--- config.mk ---
export PLATFORM = sky130hd
export DESIGN_NAME = telecommand_validate_and_route
export DESIGN_NICKNAME = d
export VERILOG_FILES = /design/src/hw/rtl/tcvr_pkg.sv /design/src/hw/rtl/tcvr_frame.sv /design/src/hw/rtl/tcvr_judge.sv /design/src/hw/rtl/telecommand_validate_and_route.sv
export SDC_FILE = /design/constraint.sdc
export NUM_CORES = 1
export LEC_CHECK = 0
export BUFFER_PORTS_ARGS = -buffer_cell sky130_fd_sc_hd__buf_2
export CAP_MARGIN = 15
export CORE_MARGIN = 4
export CORE_UTILIZATION = 50
export CTS_CLUSTER_DIAMETER = 60
export DETAILED_ROUTE_END_ITERATION = 12
export PLACE_DENSITY = 0.73
export SYNTH_ARGS = -nofsm -noshare
export SYNTH_HDL_FRONTEND = slang
export SYNTH_HIERARCHICAL = 1
export SYNTH_SLANG_ARGS = --single-unit
export TNS_END_PERCENT = 10
--- constraint.sdc ---
create_clock -name clk -period 8 [get_ports clk]
set_input_delay 0.8 -clock clk [delete_from_list [all_inputs] [get_ports clk]]
set_output_delay 0.8 -clock clk [all_outputs]
set_load 0.005 [all_outputs]
--- src/hw/rtl/tcvr_pkg.sv ---
package tcvr_pkg;

  localparam int unsigned NumServices = 8;
  localparam int unsigned SlotWidth = 8;
  localparam int unsigned CntWidth = 32;
  localparam logic [15:0] CrcInit = 16'hFFFF;
  localparam logic [15:0] CrcPoly = 16'h1021;
  localparam logic [16:0] PosMax = 17'h1FFFF;
  localparam logic [16:0] PosIdentHi = 17'd0;
  localparam logic [16:0] PosIdentLo = 17'd1;
  localparam logic [16:0] PosLenHi = 17'd4;
  localparam logic [16:0] PosLenLo = 17'd5;
  localparam logic [16:0] PosType = 17'd7;
  localparam logic [16:0] PosSubtype = 17'd8;
  localparam int unsigned TcTypeBit = 12;

  typedef enum logic [1:0] {
    ST_OK    = 2'd0,
    ST_PARAM = 2'd1,
    ST_CRC   = 2'd2,
    ST_NOSVC = 2'd3
  } tc_status_t;

  typedef struct packed {
    logic [16:0] pos;
    logic [15:0] ident;
    logic [15:0] len;
    logic [15:0] rx_crc;
    logic [15:0] crc;
    logic [7:0]  type_byte;
    logic [7:0]  subtype;
  } frame_info_t;

  typedef struct packed {
    logic [CntWidth-1:0] rejected_count;
    logic [CntWidth-1:0] accepted_count;
    logic [15:0]         app_data_length;
    logic [7:0]          service_subtype;
    logic [2:0]          service_slot;
    tc_status_t          status;
  } tc_result_t;

endpackage

--- src/hw/rtl/tcvr_frame.sv ---
module tcvr_frame
  import tcvr_pkg::*;
(
  input  logic        clk,
  input  logic        rst_n,
  input  logic        step,
  input  logic [7:0]  frame_byte,
  input  logic        frame_last,
  output frame_info_t info
);

  logic [16:0] pos_r, pos_nxt;
  logic [15:0] ident_r, ident_nxt;
  logic [15:0] len_r, len_nxt;
  logic [15:0] rx_crc_r, rx_crc_nxt;
  logic [15:0] crc_r, crc_nxt;
  logic [7:0]  type_r, type_nxt;
  logic [7:0]  sub_r, sub_nxt;
  logic [17:0] crc_end;
  logic [17:0] pos_ext;

  function automatic logic [15:0] crc_byte(input logic [15:0] crc, input logic [7:0] b);
    logic [15:0] c;
    c = crc ^ {b, 8'h00};
    for (int k = 0; k < 8; k++) begin
      if (c[15]) begin
        c = {c[14:0], 1'b0} ^ CrcPoly;
      end else begin
        c = {c[14:0], 1'b0};
      end
    end
    return c;
  endfunction

  always_comb begin
    ident_nxt = ident_r;
    len_nxt   = len_r;
    type_nxt  = type_r;
    sub_nxt   = sub_r;
    unique case (pos_r)
      PosIdentHi: ident_nxt = {frame_byte, ident_r[7:0]};
      PosIdentLo: ident_nxt = {ident_r[15:8], frame_byte};
      PosLenHi:   len_nxt   = {frame_byte, len_r[7:0]};
      PosLenLo:   len_nxt   = {len_r[15:8], frame_byte};
      PosType:    type_nxt  = frame_byte;
      PosSubtype: sub_nxt   = frame_byte;
      default: begin
      end
    endcase

    // The CRC covers the declared packet less its last two bytes, which
    // carry the received CRC big-endian.
    pos_ext    = {1'b0, pos_r};
    crc_end    = {2'b00, len_nxt} + 18'd5;
    crc_nxt    = crc_r;
    rx_crc_nxt = rx_crc_r;
    if (pos_ext < crc_end) begin
      crc_nxt = crc_byte(crc_r, frame_byte);
    end else if (pos_ext == crc_end) begin
      rx_crc_nxt = {frame_byte, rx_crc_r[7:0]};
    end else if (pos_ext == crc_end + 18'd1) begin
      rx_crc_nxt = {rx_crc_r[15:8], frame_byte};
    end

    pos_nxt = (pos_r < PosMax) ? pos_r + 17'd1 : pos_r;
  end

  always_ff @(posedge clk) begin
    if (!rst_n || (step && frame_last)) begin
      pos_r    <= '0;
      ident_r  <= '0;
      len_r    <= '0;
      rx_crc_r <= '0;
      crc_r    <= CrcInit;
      type_r   <= '0;
      sub_r    <= '0;
    end else if (step) begin
      pos_r    <= pos_nxt;
      ident_r  <= ident_nxt;
      len_r    <= len_nxt;
      rx_crc_r <= rx_crc_nxt;
      crc_r    <= crc_nxt;
      type_r   <= type_nxt;
      sub_r    <= sub_nxt;
    end
  end

  assign info.pos       = pos_r;
  assign info.ident     = ident_nxt;
  assign info.len       = len_nxt;
  assign info.rx_crc    = rx_crc_nxt;
  assign info.crc       = crc_nxt;
  assign info.type_byte = type_nxt;
  assign info.subtype   = sub_nxt;

endmodule

--- src/hw/rtl/tcvr_judge.sv ---
module tcvr_judge
  import tcvr_pkg::*;
(
  input  logic                             clk,
  input  logic                             rst_n,
  input  logic                             load,
  input  logic                             out_ready,
  input  logic [NumServices*SlotWidth-1:0] slots,
  input  frame_info_t                      info,
  output logic                             out_valid,
  output tc_result_t                       result
);

  logic                out_vld_r;
  tc_result_t          res_r;
  logic [CntWidth-1:0] acc_r, acc_nxt;
  logic [CntWidth-1:0] rej_r, rej_nxt;
  tc_status_t          status;
  logic [2:0]          slot;
  logic [7:0]          sub;
  logic [15:0]         app_len;
  logic                found;
  logic [2:0]          found_idx;
  logic [17:0]         pos_ext;
  logic [17:0]         pkt_end;

  always_comb begin
    found     = 1'b0;
    found_idx = '0;
    for (int i = 0; i < NumServices; i++) begin
      if (!found && info.type_byte != 8'd0 &&
          slots[i*SlotWidth +: SlotWidth] == info.type_byte) begin
        found     = 1'b1;
        found_idx = 3'(i);
      end
    end

    pos_ext = {1'b0, info.pos};
    pkt_end = {2'b00, info.len} + 18'd6;
    slot    = '0;
    sub     = '0;
    app_len = '0;
    priority if (info.pos < 17'd7) begin
      status = ST_PARAM;
    end else if (pkt_end > pos_ext) begin
      status = ST_PARAM;
    end else if (info.rx_crc != info.crc) begin
      status = ST_CRC;
    end else if (!info.ident[TcTypeBit]) begin
      status = ST_PARAM;
    end else if (info.len < 16'd8) begin
      status = ST_PARAM;
    end else begin
      sub     = info.subtype;
      app_len = (info.len > 16'd10) ? info.len - 16'd10 : 16'd0;
      if (found) begin
        status = ST_OK;
        slot   = found_idx;
      end else begin
        status = ST_NOSVC;
      end
    end

    acc_nxt = acc_r;
    rej_nxt = rej_r;
    if (status == ST_OK) begin
      if (acc_r != '1) begin
        acc_nxt = acc_r + CntWidth'(1);
      end
    end else if (rej_r != '1) begin
      rej_nxt = rej_r + CntWidth'(1);
    end
  end

  always_ff @(posedge clk) begin
    if (!rst_n) begin
      out_vld_r <= 1'b0;
      acc_r     <= '0;
      rej_r     <= '0;
    end else if (load) begin
      out_vld_r <= 1'b1;
      acc_r     <= acc_nxt;
      rej_r     <= rej_nxt;
    end else if (out_ready) begin
      out_vld_r <= 1'b0;
    end
  end

  always_ff @(posedge clk) begin
    if (load) begin
      res_r.status          <= status;
      res_r.service_slot    <= slot;
      res_r.service_subtype <= sub;
      res_r.app_data_length <= app_len;
      res_r.accepted_count  <= acc_nxt;
      res_r.rejected_count  <= rej_nxt;
    end
  end

  assign out_valid = out_vld_r;
  assign result    = res_r;

  a_load_free: assert property (@(posedge clk) disable iff (!rst_n)
    load |-> (!out_vld_r || out_ready))
    else $error("result register overwritten while its result was stalled");

  a_counts_step: assert property (@(posedge clk) disable iff (!rst_n)
    load |=> ((acc_r != $past(acc_r)) || (rej_r != $past(rej_r)) ||
              ($past(acc_r) == '1) || ($past(rej_r) == '1)))
    else $error("a result left both counters unchanged");

endmodule

--- src/hw/rtl/telecommand_validate_and_route.sv ---
// Telecommand validator and router.
// Input channel in_*: one frame byte per request in in_tdata, in_tlast on the
// final byte of a frame. Result channel out_*: one request per frame, given
// after the byte flagged last, carrying status, slot, subtype, application
// data length and the saturating accepted and rejected counters.
// Configuration: cfg_wr_en with cfg_wr_data writes the eight packed service
// types; write it only while no frame is in flight.
// Throughput is one byte per cycle, except that a last byte waits for a
// free result register. A byte is held in the input register, then the CRC
// step, header capture and the frame checks run in one pass into the result
// register, which raises out_tvalid when it takes the last byte's result.
// Reset clears the frame state, the counters and the service slots.
// When the receiver stalls, bytes that are not last keep flowing; a last
// byte waits in the input register until the result register is free, and
// then the input stalls behind it.
module telecommand_validate_and_route
  import tcvr_pkg::*;
(
  input  logic        clk,
  input  logic        rst_n,
  input  logic        in_tvalid,
  output logic        in_tready,
  input  logic [7:0]  in_tdata,   // [7:0] frame_byte
  input  logic        in_tlast,   // frame_last
  output logic        out_tvalid,
  input  logic        out_tready,
  output logic [95:0] out_tdata,  // [1:0] status, [4:2] service_slot,
                                  // [12:5] service_subtype,
                                  // [28:13] app_data_length,
                                  // [60:29] accepted_count,
                                  // [92:61] rejected_count
  input  logic        cfg_wr_en,
  input  logic [63:0] cfg_wr_data
);

  logic        in_vld_r;
  logic [7:0]  in_byte_r;
  logic        in_last_r;
  logic [63:0] slots_r;
  logic        out_free;
  logic        step;
  logic        load;
  frame_info_t info;
  tc_result_t  result;

  assign out_free  = !out_tvalid || out_tready;
  assign step      = in_vld_r && (!in_last_r || out_free);
  assign load      = step && in_last_r;
  assign in_tready = !in_vld_r || step;

  always_ff @(posedge clk) begin
    if (!rst_n) begin
      in_vld_r <= 1'b0;
    end else if (in_tready) begin
      in_vld_r <= in_tvalid;
    end
  end

  always_ff @(posedge clk) begin
    if (in_tready && in_tvalid) begin
      in_byte_r <= in_tdata;
      in_last_r <= in_tlast;
    end
  end

  always_ff @(posedge clk) begin
    if (!rst_n) begin
      slots_r <= '0;
    end else if (cfg_wr_en) begin
      slots_r <= cfg_wr_data;
    end
  end

  tcvr_frame u_frame (
    .clk        (clk),
    .rst_n      (rst_n),
    .step       (step),
    .frame_byte (in_byte_r),
    .frame_last (in_last_r),
    .info       (info)
  );

  tcvr_judge u_judge (
    .clk       (clk),
    .rst_n     (rst_n),
    .load      (load),
    .out_ready (out_tready),
    .slots     (slots_r),
    .info      (info),
    .out_valid (out_tvalid),
    .result    (result)
  );

  assign out_tdata = {3'b000, result};

  a_byte_flows: assert property (@(posedge clk) disable iff (!rst_n)
    (in_vld_r && !in_last_r) |-> step)
    else $error("a byte that is not last was held back");

  a_result_from_last: assert property (@(posedge clk) disable iff (!rst_n)
    $rose(out_tvalid) |-> $past(in_vld_r && in_last_r))
    else $error("a result appeared without a last byte");

  a_slot_only_ok: assert property (@(posedge clk) disable iff (!rst_n)
    (out_tvalid && out_tdata[1:0] != ST_OK) |-> (out_tdata[4:2] == 3'd0))
    else $error("slot reported on a rejected request");

endmodule
# After elaboration in Yosys (flattened, before gate mapping)
# Cells that the tools add are included.
word_totals:
  inputBits: 78
  regBits: 314
  output_inout_bits: 98
  elab_cells: 154
op_classes:
  n_mux: 50
  eq_ne: 18
  addsub: 7
  n_bitwise: 12
  n_lt_le_gt_ge: 6
  n_reduce_logical: 41
ops:
  columns: ["operator", "count"]
  rows:
  - ["16-bit 2-to-1 mux", 10]
  - ["32-bit 2-to-1 mux", 4]
  - ["13-bit 2-to-1 mux", 8]
  - ["32-bit by 1-bit adder with 32-bit output (second input constant)", 2]
  - ["8-bit equality test", 8]
  - ["32-bit inequality test (second input constant)", 2]
  - ["17-bit by 3-bit equality test with 1-bit output (second input constant)", 3]
  - ["17-bit by 18-bit equality test with 1-bit output", 2]
  - ["16-bit by 3-bit adder with 17-bit output (second input constant)", 2]
  - ["16-bit case mux with 2 select lines", 1]
  - ["13-bit case mux with 2 select lines", 1]
  - ["8-bit 2-to-1 mux", 3]
  - ["3-bit NOT", 8]
  - ["18-bit by 1-bit adder with 18-bit output (second input constant)", 1]
  - ["18-bit by 17-bit > comparator with 1-bit output", 1]
  - ["1-bit logical AND", 18]
  - ["17-bit by 18-bit less-than comparator with 1-bit output", 1]
  - ["17-bit by 1-bit adder with 17-bit output (second input constant)", 1]
  - ["17-bit by 1-bit equality test with 1-bit output (second input constant)", 1]
  - ["17-bit by 4-bit equality test with 1-bit output (second input constant)", 1]
  - ["17-bit logical NOT", 1]
  - ["17-bit less-than comparator (second input constant)", 1]
  - ["17-bit by 3-bit less-than comparator with 1-bit output (second input constant)", 1]
  - ["16-bit by 4-bit > comparator with 1-bit output (second input constant)", 1]
  - ["16 further kinds", 52]

# Depth between registers and ports, before layout
logic_depth:
  depth_word: 41
  mapped_depth: 36
  mapped_depth_nobuf: 31

# Modules after synthesis
# The synthesis kept the hierarchy.
by_module_without_submodules:
  columns: ["mod", "area_each_um2", "seq_area_each_um2", "n_inst", "cells_each"]
  rows:
  - ["tcvr_judge", 9532.9, 4093.9, 1, 993]
  - ["tcvr_frame", 6907.9, 1941.9, 1, 854]
  - ["telecommand_validate_and_route", 2849.0, 1571.5, 1, 228]

# Worst setup path before layout
# OpenSTA, ideal clock, no wires.
synth_timing:
  kind: "flip-flop to flip-flop"
  start: "reg u_frame.pos_r[5]"
  end: "reg u_judge.res_r (netlist bit u_judge/result[30]), data pin"
  path_buffers: 5
  path_slack_ns: 0.864
  t_required_ns: 7.740
  arrival_time_ns: 6.877
  synth_period_minus_slack_ns: 7.136
  stages_incl_launch_ff: 29
  setup_ns: 0.260
  cell_sequence: "dfxtp_1 -> buf_6 -> nor4_2 -> nand4_1 -> nand2b_1 -> a22oi_1 -> inv_1 -> ha_1 -> a21oi_1 -> nand2_1 -> a2111oi_2 -> o21ai_2 -> or3_1 -> buf_2 -> or4_4 -> a31oi_4 -> o21ai_2 -> nand2b_1 -> buf_6 -> mux2_4 -> xnor2_1 -> nand4_1 -> nor4_1 -> nor2b_2 -> nand3_1 -> buf_2 -> buf_2 -> nor2_1 -> mux2_2"
synth_lines:
  columns: ["element", "line", "source"]
  rows:
  - ["from (decl)", "tcvr_frame.sv:12", "logic [16:0] pos_r, pos_nxt;"]
  - ["from (signal assigned)", "tcvr_frame.sv:78", "pos_r <= pos_nxt;"]
  - ["to (decl)", "tcvr_judge.sv:15", "tc_result_t res_r;"]

==> results.txt <==
The number of global-route vias before repair is 14950. The post-detailed-placement half-perimeter wirelength is 35.64 mm. The detailed-route wire length per cell came out at roughly 20 um. The clock period minus worst slack is 7.643 ns. The switching power total came out at ~1.0 mW.

The total global routing overflow came out at 0. The clock reaches the later pin of the worst-skew pair after between 0.5 and 0.6 ns. Port buffering added 172 buffers. The global-route usage over all layers is 0.2426.

The die covers 40380 um^2. The cell area after technology mapping came out at 18620 um^2. The most frequent standard cell in the layout excluding fill and tap cells is sky130_fd_sc_hd__dfxtp_1. The clock network power share is 0.448. The final number of hold-violating endpoints is 0. The fraction of the cycle the final worst path needs came out at 0.9554. The required time at the endpoint of the critical path is 8.47 ns.

The hold buffer count at CTS is 0. Summing all multi-input logic gate instances after layout gives between 10000 and 15000 um^2. For this run, design rule violations remaining after detail routing come to 0. The global-route wire length before repair is between 80 and 90 mm. The upper clock frequency limit came out at 130.8 MHz. In this run the static leakage power is 8.250 nW. The initial utilization of the core area, before any placement, comes to 0.5073. The sum of routed wire length over all layers came out at around 53 mm. The worst slew slack as a fraction of its limit came out at 0.2874. The final worst clock skew is 0.02755 ns.

The worst-margin pin slew came out at 1.069 ns. The flow ran to the end, and the final reports show no timing, DRC or antenna violations. The number of warnings reported in the yosys synthesis log came out at 6. The number of diodes is 0. Entering global routing, the biggest net connects 91 pins. The area of the core region is 36700 um^2. The total internal power is 2.948 mW.

The utilization after layout came out at 0.5832. The number of pins with negative max-slew slack in the final report came to 0. The I/O pin total is 176.

Leaving out fill and tap cells, the most frequent cells in the layout are sky130_fd_sc_hd__dfxtp_1, sky130_fd_sc_hd__buf_2, sky130_fd_sc_hd__nor2_1. The arrival time of the worst setup path is about 8.1 ns. The total number of vias came out at 16060. The number of design-rule violations left by the first detailed-router iteration came out at 1479. The maximum clock path buffer count is 3. TritonCTS built the clock tree.

The CTS sink count is 314. The mean area per synthesized cell came out at approximately 9.3 um^2. The relative area change from synthesis to final layout is 14.97%. The number of rows in the core area is 70. The die boundary height is 201.0 um. After technology mapping, the gate count stands at just over 2000.

The fraction of power consumed by combinational cells is 0.114. Buffers inserted during clock tree synthesis total 38. The H-tree was split into 2 levels.

The max capacitance violation total came out at 0. The path type of the worst min-delay path is in -> reg. The share of total power in sequential cells came out at 0.438.

The final layout contains 2272 nets. The congestion estimate from routability-driven global placement came to 0.9551. The average via count per standard cell came out at 6.066. Setup violations remaining at the end of the flow were counted as 0. The first-pass iteration count of the detailed router is 8.

The number of antenna violations at the first check in global routing came out at 0. The endpoint kind of the worst setup timing path is a flop. The final instance count without filler cells is 2648.

The setup path with the least slack is of type reg -> reg. The post-detailed-route count of antenna-violating nets came out at 0. The peak supply drop is around 0.12 mV. The power density over cell area is around 180 nW/um^2. The cell count after placement is 2565.

The type of origin of the critical path is a flop. Of the cells placed in the final design, the portion with a size suffix greater than 1 is 0.1812. The root cell of the clock tree is sky130_fd_sc_hd__clkbuf_16. The maximum fanout along the worst path is 10.

The number of fill cells came out at 3131. The fraction of power spent switching nets came out at 0.2549. The chip width came out at between 200 and 250 um. The combined flip-flop and latch cell area is 7315 um^2. After clock tree synthesis, the clock-pin slew on the worst setup and hold paths is 0.07 ns.
final cells by class:
| class | instances | share of cell area |
|---|---|---|
| clock buffer | 49 | 0.05068 |
| multi-input combinational | 1504 | 0.4930 |
| tap | 468 | 0.02736 |
| sequential | 314 | 0.3418 |
| clock inverter | 20 | 0.009470 |
| timing repair buffer | 235 | 0.06758 |
| inverter | 58 | 0.01017 |
power by group through the flow:
stage | logic (mW) | registers (mW) | clock network (mW)
2_1_floorplan | 0.318 | 1.76 | 0
3_3_place_gp | 0.430 | 1.76 | 0
3_5_place_dp | 0.438 | 1.77 | 0
4_1_cts | 0.442 | 1.73 | 1.81
5_1_grt | 0.493 | 1.74 | 1.86
6_report | 0.452 | 1.73 | 1.77
worst max-delay path: stages (launching register included):
cell and delay [ns]:
sky130_fd_sc_hd__dfxtp_4 0.39, sky130_fd_sc_hd__or4_4 0.56, sky130_fd_sc_hd__nor4_4 0.36, sky130_fd_sc_hd__buf_4 0.22
sky130_fd_sc_hd__nand3_1 0.18, sky130_fd_sc_hd__a22oi_4 0.44, sky130_fd_sc_hd__nand3_1 0.30, sky130_fd_sc_hd__o31a_1 0.38
sky130_fd_sc_hd__nor2_1 0.16, sky130_fd_sc_hd__inv_1 0.14, sky130_fd_sc_hd__ha_1 0.32, sky130_fd_sc_hd__nand4_1 0.13
sky130_fd_sc_hd__o21ai_1 0.23, sky130_fd_sc_hd__o311ai_2 0.16, sky130_fd_sc_hd__nor4_2 0.43, sky130_fd_sc_hd__o41ai_4 0.19
sky130_fd_sc_hd__nor4_2 0.21, sky130_fd_sc_hd__nand2b_2 0.21, sky130_fd_sc_hd__mux2_4 0.35, sky130_fd_sc_hd__xnor2_1 0.15
sky130_fd_sc_hd__nand4_1 0.17, sky130_fd_sc_hd__nor4_4 0.35, sky130_fd_sc_hd__buf_4 0.17, sky130_fd_sc_hd__nor2b_4 0.20
sky130_fd_sc_hd__nand3_4 0.21, sky130_fd_sc_hd__clkbuf_16 0.26, sky130_fd_sc_hd__or4_1 0.52, sky130_fd_sc_hd__a21oi_1 0.17
per-stage QoR:
stage | TNS (ns) | hold slack [ns] | cell area [um^2] | power, mW | worst slack, ns
CTS | 0 | 0.3982 | 21060 | 3.983 | 0.04316
detailed placement | -0.5055 | 0.4582 | 19760 | 2.206 | -0.08965
global placement | 0 | 0.4485 | 19760 | 2.195 | 0.08594
global route | -0.8356 | 0.4102 | 21400 | 4.095 | -0.06556
finish | 0 | 0.4259 | 21400 | 3.957 | 0.3571
floorplan | 0 | 0.4428 | 18620 | 2.078 | 0.8636
worst paths after layout:
path                          start  slack [ns]  cells after the start               end
setup / recovery  u_frame/pos_r[12]        0.36                     27  u_judge/acc_r[6]
hold / removal             in_tlast        0.43                      1         in_last_r
setup reg to reg  u_frame/pos_r[12]        0.36                     27  u_judge/acc_r[6]
hold reg to reg    u_frame/sub_r[2]        0.47                      2  u_frame/sub_r[2]
what timing repair did:
item | in CTS | in global routing
pin swaps | 0 | 13
gates resized for setup | 2 | 33
endpoints found under the setup margin | 34 | 155
cloned | 0 | 6
setup buffers | 0 | 7
layer usage:
layer  up-vias  global-route usage  routed length (um)
met5         -                   0                   0
met4         0             0.07670                1492
met3       104             0.04200                3769
met2       674              0.3948               24790
met1      7703              0.3312               22510
li1       7582                   -                   -
state kept, by name, summed over array words and instances (netlist names):
name,cells
u_judge/rej_r,32
u_frame/len_r,16
u_frame/sub_r,8
u_judge/out_valid,1
u_frame/rx_crc_r,16
in_vld_r,1
slots_r,64
u_frame/type_r,8
in_last_r,1
u_judge/acc_r,32
in_byte_r,8
u_frame/ident_r,1
u_frame/crc_r,16
u_judge/result,93
u_frame/pos_r,17
(Power assumes the default switching activity.)
